===== config.mk =====
export PLATFORM = sky130hd
export DESIGN_NAME = lru_replacement_list_top
export DESIGN_NICKNAME = d
export VERILOG_FILES = /design/src/hdl/lrl_pkg.sv /design/src/hdl/lru_replacement_list_top.sv /design/src/hdl/lrl_cell.sv
export SDC_FILE = /design/constraint.sdc
export NUM_CORES = 1
export LEC_CHECK = 0
export BUFFER_PORTS_ARGS = -buffer_cell sky130_fd_sc_hd__buf_2
export CORE_AREA = 4 4 163 282
export CTS_CLUSTER_DIAMETER = 60
export CTS_CLUSTER_SIZE = 28
export DETAILED_ROUTE_END_ITERATION = 10
export DIE_AREA = 0 0 167 286
export HOLD_SLACK_MARGIN = 0.06
export PLACE_DENSITY = 0.56
export SYNTH_ARGS = -nofsm -noshare
export SYNTH_HDL_FRONTEND = slang
export SYNTH_SLANG_ARGS = --single-unit

===== constraint.sdc =====
create_clock -name clk -period 10.82 [get_ports clk]
set_input_delay 2.164 -clock clk [delete_from_list [all_inputs] [get_ports clk]]
set_output_delay 2.164 -clock clk [all_outputs]
set_load 0.03 [all_outputs]

===== src/hdl/lrl_pkg.sv =====
`timescale 1ns / 1ps

package lrl_pkg;

	localparam int CAPACITY_DEF  = 16;
	localparam int KEY_WIDTH_DEF = 16;
	localparam int COUNT_OUT_W   = 5;

	// operation codes; code 3 is a no-op
	localparam logic [1:0] FUNC_INSERT = 2'd0;
	localparam logic [1:0] FUNC_VICTIM = 2'd1;
	localparam logic [1:0] FUNC_ERASE  = 2'd2;

	typedef enum logic [1:0] {
		STATUS_DONE = 2'd0,
		STATUS_MISS = 2'd1,
		STATUS_FULL = 2'd2
	} status_t;

	// per-cycle shift command broadcast to every cell
	typedef struct packed {
		logic shift_in_all;   // new key: whole row moves one slot back
		logic shift_in_hit;   // touch: slots up to the hit move back
		logic shift_out_hit;  // erase: slots from the hit move forward
	} ctrl_t;

endpackage


===== src/hdl/lru_replacement_list_top.sv =====
`timescale 1ns / 1ps

// channel | valid     | stall     | payload
// --------+-----------+-----------+-------------------------------------
// in      | in_valid  | in_stall  | func, key
// out     | out_valid | out_stall | status, victim_key, entry_count
//
// One item per cycle: the row of cells compares all slots at once and
// shifts in the same edge; the result lands in the output register.
// Throughput is set by the output register: a new item is taken only when
// the output register is empty or being drained that cycle.
// Reset clears the count and the output valid; slot contents are don't-care.
// in_stall is high exactly while a result waits under out_stall.

module lru_replacement_list_top #(
	parameter int CAPACITY  = lrl_pkg::CAPACITY_DEF,
	parameter int KEY_WIDTH = lrl_pkg::KEY_WIDTH_DEF
) (
	input  logic                            clk,
	input  logic                            arst_n,
	input  logic                            in_valid,
	output logic                            in_stall,
	input  logic [1:0]                      func,
	input  logic [KEY_WIDTH-1:0]            key,
	output logic                            out_valid,
	input  logic                            out_stall,
	output logic [1:0]                      status,
	output logic [KEY_WIDTH-1:0]            victim_key,
	output logic [lrl_pkg::COUNT_OUT_W-1:0] entry_count
);

	localparam int CNT_W = $clog2(CAPACITY + 1);

	// row state
	logic [CNT_W-1:0]     count_q;
	logic [KEY_WIDTH-1:0] slot   [CAPACITY];
	logic [KEY_WIDTH-1:0] vict_c [CAPACITY+1];
	logic [CAPACITY:0]    hit_c;
	logic [CAPACITY-1:0]  match_v;
	logic [CAPACITY-1:0]  occ_v;
	logic [CAPACITY-1:0]  last_v;

	// output register
	logic                 out_valid_q;
	lrl_pkg::status_t     status_q;
	logic [KEY_WIDTH-1:0] victim_q;
	logic [CNT_W-1:0]     out_cnt_q;

	// decode
	logic                 take;
	logic                 any_hit;
	logic                 full;
	lrl_pkg::ctrl_t       ctrl_d;
	lrl_pkg::ctrl_t       ctrl;
	lrl_pkg::status_t     status_d;
	logic [KEY_WIDTH-1:0] victim_d;
	logic [CNT_W-1:0]     count_d;

	assign in_stall = out_valid_q && out_stall;
	assign take     = in_valid && !in_stall;
	assign any_hit  = hit_c[CAPACITY];
	assign full     = (count_q == CNT_W'(CAPACITY));

	assign hit_c[0]  = 1'b0;
	assign vict_c[0] = '0;

	// the cell chain: slot 0 is most recent, slot count-1 least recent
	for (genvar i = 0; i < CAPACITY; i++) begin : g_cell
		logic [KEY_WIDTH-1:0] left_key;
		logic [KEY_WIDTH-1:0] right_key;

		assign occ_v[i]  = (count_q > CNT_W'(i));
		assign last_v[i] = (count_q == CNT_W'(i + 1));

		if (i == 0) begin : g_head
			assign left_key = key;
		end else begin : g_body
			assign left_key = slot[i-1];
		end

		if (i == CAPACITY - 1) begin : g_tail
			assign right_key = slot[i];
		end else begin : g_inner
			assign right_key = slot[i+1];
		end

		lrl_cell #(
			.KEY_WIDTH(KEY_WIDTH)
		) u_cell (
			.clk      (clk),
			.query    (key),
			.left_key (left_key),
			.right_key(right_key),
			.occ      (occ_v[i]),
			.last     (last_v[i]),
			.hit_in   (hit_c[i]),
			.vict_in  (vict_c[i]),
			.ctrl     (ctrl),
			.slot     (slot[i]),
			.match    (match_v[i]),
			.hit_out  (hit_c[i+1]),
			.vict_out (vict_c[i+1])
		);
	end

	// operation decode; a touch of a held key works even when full
	always_comb begin
		ctrl_d   = '0;
		status_d = lrl_pkg::STATUS_DONE;
		victim_d = '0;
		count_d  = count_q;
		unique case (func)
			lrl_pkg::FUNC_INSERT: begin
				if (any_hit) begin
					ctrl_d.shift_in_hit = 1'b1;
				end else if (full) begin
					status_d = lrl_pkg::STATUS_FULL;
				end else begin
					ctrl_d.shift_in_all = 1'b1;
					count_d             = count_q + CNT_W'(1);
				end
			end
			lrl_pkg::FUNC_VICTIM: begin
				if (count_q == '0) begin
					status_d = lrl_pkg::STATUS_MISS;
				end else begin
					victim_d = vict_c[CAPACITY];
					count_d  = count_q - CNT_W'(1);
				end
			end
			lrl_pkg::FUNC_ERASE: begin
				if (any_hit) begin
					ctrl_d.shift_out_hit = 1'b1;
					count_d              = count_q - CNT_W'(1);
				end else begin
					status_d = lrl_pkg::STATUS_MISS;
				end
			end
			default: begin
				// no-op code
			end
		endcase
	end

	assign ctrl = take ? ctrl_d : '0;

	always_ff @(posedge clk or negedge arst_n) begin
		if (!arst_n) begin
			count_q     <= '0;
			out_valid_q <= 1'b0;
		end else begin
			if (take) begin
				count_q     <= count_d;
				out_valid_q <= 1'b1;
			end else if (!out_stall) begin
				out_valid_q <= 1'b0;
			end
		end
	end

	always_ff @(posedge clk) begin
		if (take) begin
			status_q  <= status_d;
			victim_q  <= victim_d;
			out_cnt_q <= count_d;
		end
	end

	assign out_valid   = out_valid_q;
	assign status      = status_q;
	assign victim_key  = victim_q;
	assign entry_count = lrl_pkg::COUNT_OUT_W'(out_cnt_q);

	// keys are distinct, so at most one cell matches
	a_one_match: assert property (@(posedge clk) disable iff (!arst_n)
		$onehot0(match_v))
		else $error("more than one slot holds the key");

	a_count_bound: assert property (@(posedge clk) disable iff (!arst_n)
		count_q <= CNT_W'(CAPACITY))
		else $error("count above capacity");

	a_full_refuse: assert property (@(posedge clk) disable iff (!arst_n)
		take && (func == lrl_pkg::FUNC_INSERT) && !any_hit && full
		|=> (count_q == CNT_W'(CAPACITY)) && (status_q == lrl_pkg::STATUS_FULL))
		else $error("insert into full list not refused");

	a_result_follows: assert property (@(posedge clk) disable iff (!arst_n)
		take |=> out_valid_q && (out_cnt_q == count_q))
		else $error("result missing or count mismatch");

endmodule


===== src/hdl/lrl_cell.sv =====
`timescale 1ns / 1ps

module lrl_cell #(
	parameter int KEY_WIDTH = lrl_pkg::KEY_WIDTH_DEF
) (
	input  logic                 clk,
	input  logic [KEY_WIDTH-1:0] query,
	input  logic [KEY_WIDTH-1:0] left_key,
	input  logic [KEY_WIDTH-1:0] right_key,
	input  logic                 occ,
	input  logic                 last,
	input  logic                 hit_in,
	input  logic [KEY_WIDTH-1:0] vict_in,
	input  lrl_pkg::ctrl_t       ctrl,
	output logic [KEY_WIDTH-1:0] slot,
	output logic                 match,
	output logic                 hit_out,
	output logic [KEY_WIDTH-1:0] vict_out
);

	logic [KEY_WIDTH-1:0] slot_q;
	logic                 hit_incl;
	logic                 load_left;
	logic                 load_right;

	// hit_in: the key sits in an earlier slot; hit_incl: here or earlier
	assign match      = occ && (slot_q == query);
	assign hit_incl   = hit_in | match;
	assign hit_out    = hit_incl;
	assign load_left  = ctrl.shift_in_all | (ctrl.shift_in_hit & !hit_in);
	assign load_right = ctrl.shift_out_hit & hit_incl;
	assign vict_out   = vict_in | ({KEY_WIDTH{last}} & slot_q);
	assign slot       = slot_q;

	always_ff @(posedge clk) begin
		if (load_left) begin
			slot_q <= left_key;
		end else if (load_right) begin
			slot_q <= right_key;
		end
	end

endmodule


Word-level counts from Yosys, hierarchy flattened:

Cells that the tools add are included.

* logic and storage cells: 267
* input port bits: 22
* register bits: 285
* output and inout bits: 25

* add/sub/neg operators: 2
* reduce and logical (&&, ||, !) cells: 52
* muxes and demuxes: 48
* $lt $le $gt $ge: 16
* equal/unequal tests: 35
* bitwise logic cells: 93

Operators by type and width (count)
* $mux 16: 30
* $and 16x16->16: 16
* $eq 16x16->1: 16
* $or 16x16->16: 15
* $eq 5x4->1 const B: 8
* $gt 5x4->1 const B: 8
* $or 1x1->1: 31
* $and 1x1->1: 30
* $reduce_bool 2->1: 15
* $eq 5x3->1 const B: 4
* $gt 5x3->1 const B: 4
* $mux 5: 4
* $logic_and 1x1->1: 18
* $logic_not 1->1: 16
* $pmux 5 s3: 1
* $eq 5x2->1 const B: 2
* $gt 5x1->1 const B: 2
* $gt 5x2->1 const B: 2
* $mux 1: 8
* $mux 2: 3
* $pmux 2 s3: 1
* $add 5x1->5 const B: 1
* $eq 5x1->1 const B: 1
* $eq 5x5->1 const B: 1
* other kinds (9): 9

Depth between registers and ports, before layout:

* depth after elaboration: 23
* depth in mapped cells: 15
* mapped depth without buffers: 12

Hierarchy:

From an unflattened synthesis, not the netlist that was laid out.

* cells, all modules: 1548
* area total of the unflattened synthesis: 18714.2 um^2

Modules (own cells, without submodules)
* lrl_cell: area an instance 1056.0 um^2, sequential area each 480.5 um^2, cells each 85, times used 16
* lru_replacement_list_top: area an instance 1818.0 um^2, sequential area each 840.8 um^2, cells each 188, times used 1

Worst setup path before layout:

Ideal clock, no wire load.

* path type: input-to-reg
* from: input port key[10]
* to: register g_cell[10].u_cell.slot_q[0], enable pin
* data required time: 10.409 ns
* setup slack: 4.922 ns
* path buffers: 2
* stages on the path: 10
* library setup time: 0.411 ns
* data arrival time: 5.487 ns
* cells stage by stage: buf_2 -> xor2_1 -> nor4_1 -> nand3_1 -> o311ai_1 -> nor3_2 -> nand2_1 -> clkbuf_1 -> nand3_1 -> o21ai_0

* word-level cells in the longest chain between the ends: 23
* elaborated cells between the ends (all ways): 57
* classes of those cells: eq/ne (16); mux (5); bitwise (18); reduce/logical (18)

Ends and longest elaborated chain
* start: declaration: line lru_replacement_list_top.sv:24 `input logic [KEY_WIDTH-1:0] key,`
* $eq 16x16->1: line lrl_cell.sv:27 `assign match = occ && (slot_q == query);`
* $logic_and 1x1->1: line lrl_cell.sv:27
* $or 1x1->1 (15 in a row): line lrl_cell.sv:28 `assign hit_incl = hit_in | match;`
* $mux 1: line lru_replacement_list_top.sv:114, lru_replacement_list_top.sv:132
* $mux 2: line lru_replacement_list_top.sv:112 `unique case (func)`
* $mux 3: line lru_replacement_list_top.sv:145 `assign ctrl = take ? ctrl_d : '0;`
* $and 1x1->1: line lrl_cell.sv:30 `assign load_left = ctrl.shift_in_all | (ctrl.shift_in_hit & !hit_in);`
* $or 1x1->1: line lrl_cell.sv:30
* $reduce_bool 2->1 (no source line) *
* end signal: assignment: line lrl_cell.sv:37 `slot_q <= left_key;`
* end signal: assignment: line lrl_cell.sv:39 `slot_q <= right_key;`
* end: declaration: line lrl_cell.sv:21 `logic [KEY_WIDTH-1:0] slot_q;`

Mark *: on every way between the ends. The rest lies on a longest branch, timed or not.
A chain may end at the register's enable or synchronous reset.

Worst setup path after layout:

* from: input port key[2]
* to: register g_cell[13].u_cell.slot_q[4], enable pin

* word-level cells in the longest chain between the ends: 23
* elaborated cells between the ends (all ways): 57
* classes of those cells: eq/ne (16); mux (5); bitwise (18); reduce/logical (18)

Ends and longest elaborated chain (line)
* $eq 16x16->1: lrl_cell.sv:27
* $logic_and 1x1->1: lrl_cell.sv:27
* $or 1x1->1 (15 in a row): lrl_cell.sv:28
* $mux 1: lru_replacement_list_top.sv:114, lru_replacement_list_top.sv:132
* $mux 2: lru_replacement_list_top.sv:112
* $mux 3: lru_replacement_list_top.sv:145
* $and 1x1->1: lrl_cell.sv:30
* $or 1x1->1: lrl_cell.sv:30
* $reduce_bool 2->1 (no source line) *
* end signal: assignment: lrl_cell.sv:37
* end signal: assignment: lrl_cell.sv:39
* end: declaration: lrl_cell.sv:21

Marked as above.

==> reports/summary.txt <==
status -> complete, no violations
Max Freq -> 143 MHz
hpwl dp -> 56.7 mm
Reg-to-Reg Start -> count_q[3]
Async SR Flop Fraction -> 0.0211
Starting Density -> 0.396
top cell type's share of synthesized area -> 0.485
vias per cell -> 6.50
fin crit share -> 0.647
count leader, synth -> edfxtp_1
Area after DPL -> 17900 um^2
core area -> 43600 um^2
final hold vios -> 0
final instance area -> 18700 um^2
hold slack -> 0.524 ns
Mapped Area -> 17300 um^2
register area share after synthesis -> 0.494
Primary FF master, synth -> edfxtp_1
syn_nets -> 1394
Die W -> 167 um
RSZ-0062 raised after global routing -> false
Yosys warning count -> 0
Ports -> 47
Iteration-0 DRC Markers -> 1668
Port Buffers -> 46
nature of the critical path startpoint -> input port
Synth area leader -> edfxtp_1
nets@finish -> 1398
Synth cell types -> 75
synthesis-to-finish area growth -> 7.99%
WL/cell -> 37.9 um
vias in the first global route -> 12800
First-pass DRT Iterations -> 6
beginning of the critical path -> key[2]
Slew Viols, Final -> 0
Clock Latency Late Sink -> 0.55 ns
WHS Path Cells -> 2
Worst Path Required -> 11.07 ns
leak pwr -> 5.96 nW
clock net sink count -> 285
total CTS buffers -> 21
worst hold path type -> reg -> reg
# fillers -> 4151
first-pass GRT wire length -> 102 mm
Area contributors post-synth -> edfxtp_1, mux2_2, xnor2_1
die height -> 286 um
root buf cell -> clkbuf_16
overall power -> 0.00302 W
CTS tree -> done
# rows -> 101
Peak supply drop -> 0.163 mV
WP data arrival -> 7.25 ns
reg2reg end -> g_cell[13].u_cell.slot[4]
setup TNS -> 0 ns
Routed Antenna Nets -> 0
crit end category -> flip-flop
Die ar. -> 47800 um^2
count of state elements after synthesis -> 285
GRT Total Usage -> 0.300
H-tree depth -> 1
Tmin final -> 7.00 ns
Reg2Reg Depth -> 9
cts repair resizes -> 0
Mapped Cells -> 1366
max cap viols -> 0
largest net degree at the start of global routing -> 30
remaining global-route overflow -> 0
final wirelength -> 74.0 mm
# hold bufs at CTS -> 0
antenna violations before repair -> 0
Worst-Margin Slew -> 1.17 ns
share of layout cells above drive strength 1 -> 0.265
clock slew at reported path FFs -> 0.08 ns
Setup Crit Path Kind -> in -> reg
clock skew -> 0.0220 ns
total number of vias -> 12700
maximum buffer depth of the clock tree -> 3
ANT cells -> 0
EDFF count, synth -> 279
endpoints failing setup -> 0
synth cell count leaders -> edfxtp_1, mux2_2, xnor2_1
crit-path max FO -> 25
drt drc -> 0
Max-slew headroom -> 0.218
Worst setup endpoint -> g_cell[13].u_cell.slot[4]
GP Congestion -> 0.971
syn_area_per_cell -> 12.6 um^2
setup bufs post-CTS -> 0
PwrDens -> 162 nW/um^2
r2r setup slk -> 4.79 ns
layout make-up:
class,count,area (um^2),share of cell area
clock buffer,24,537,0.0288
clock inverter,12,184,0.00986
inverter,9,33.8,0.00181
multi-input combinational,978,8220,0.441
sequential,285,8530,0.457
tap,566,708,0.0380
timing repair buffer,75,448,0.0240
power by group:
part / switching (W) / internal, W
sequential: 0.0000886 / 0.00127
clock: 0.000456 / 0.000409
combinational: 0.000524 / 0.000274
routing by layer:
layer / track usage / up-vias / part of all wire
met2: 0.535 / 735 / 0.51
li1: - / 5279 / -
met4: 0.199 / 0 / 0.086
met3: 0.0380 / 228 / 0.062
met1: 0.332 / 6431 / 0.34
met5: 0 / - / 0
stage by stage:
| step | cells | util | setup slack, ns |
|---|---|---|---|
| 2_1_floorplan | 1366 | - | 4.92 |
| 3_3_place_gp | 1913 | 0.411 | 3.37 |
| 4_1_cts | 1949 | 0.428 | 3.89 |
| 5_1_grt | 1949 | 0.428 | 3.51 |
| 3_5_place_dp | 1913 | 0.411 | 3.30 |
| 6_report | 1949 | 0.428 | 3.82 |
state kept, by name, indices dropped and copies added (netlist names):
signal and flops:
victim_key 16, out_valid 1, g_cell.u_cell.slot 256, entry_count 5, status 2, count_q 5
layout by cell type, fill, tap and decap left out, types with 4 or more instances in the layout:
cell       count
mux2_4         9
a22o_1        12
ha_1           6
clkbuf_16     21
buf_4         29
and2_1         5
a21oi_1       27
a221oi_1      24
edfxtp_1     279
nand4_1       48
inv_1          7
nor4_1        32
o21ai_0       12
nand2b_1       8
nand4b_1       5
dfrtp_1        6
nor2_1        39
o21ai_1       11
a222oi_1      32
nand3_1       21
nand2_1       48
xor2_1        81
xnor2_1      177
nor3_1        10
a22oi_1       48
mux2_2       225
buf_2         46
o211ai_1       4
nor3_2         4
and3_1        15
mux2_1         6
cells by family after synthesis:
group	share of synthesized area
fa+ha+maj	0.00434
compound gates	0.0895
xor+xnor	0.131
mux	0.160
simple gates	0.0881
buf+inv	0.0335
flops	0.494
how the worst min path moves through the flow:
stage | slack (ns) | start | to
2_1_floorplan | 0.49 | g_cell[14].u_cell.slot[10] | g_cell[15].u_cell.slot[10]
3_3_place_gp | 0.50 | out_valid | out_valid
3_5_place_dp | 0.51 | out_valid | out_valid
4_1_cts | 0.54 | out_valid | out_valid
5_1_grt | 0.58 | out_valid | out_valid
6_report | 0.52 | out_valid | out_valid
critical path: stages:
cell	delay, ns
buf_2	0.51
xor2_1	0.34
nor4_1	0.56
nand3_1	0.13
o311ai_1	0.73
nor3b_1	0.20
a21o_1	0.62
nand2b_1	0.78
o21ai_1	0.85
buf_4	0.33
Power figures use the tool's default switching activity.
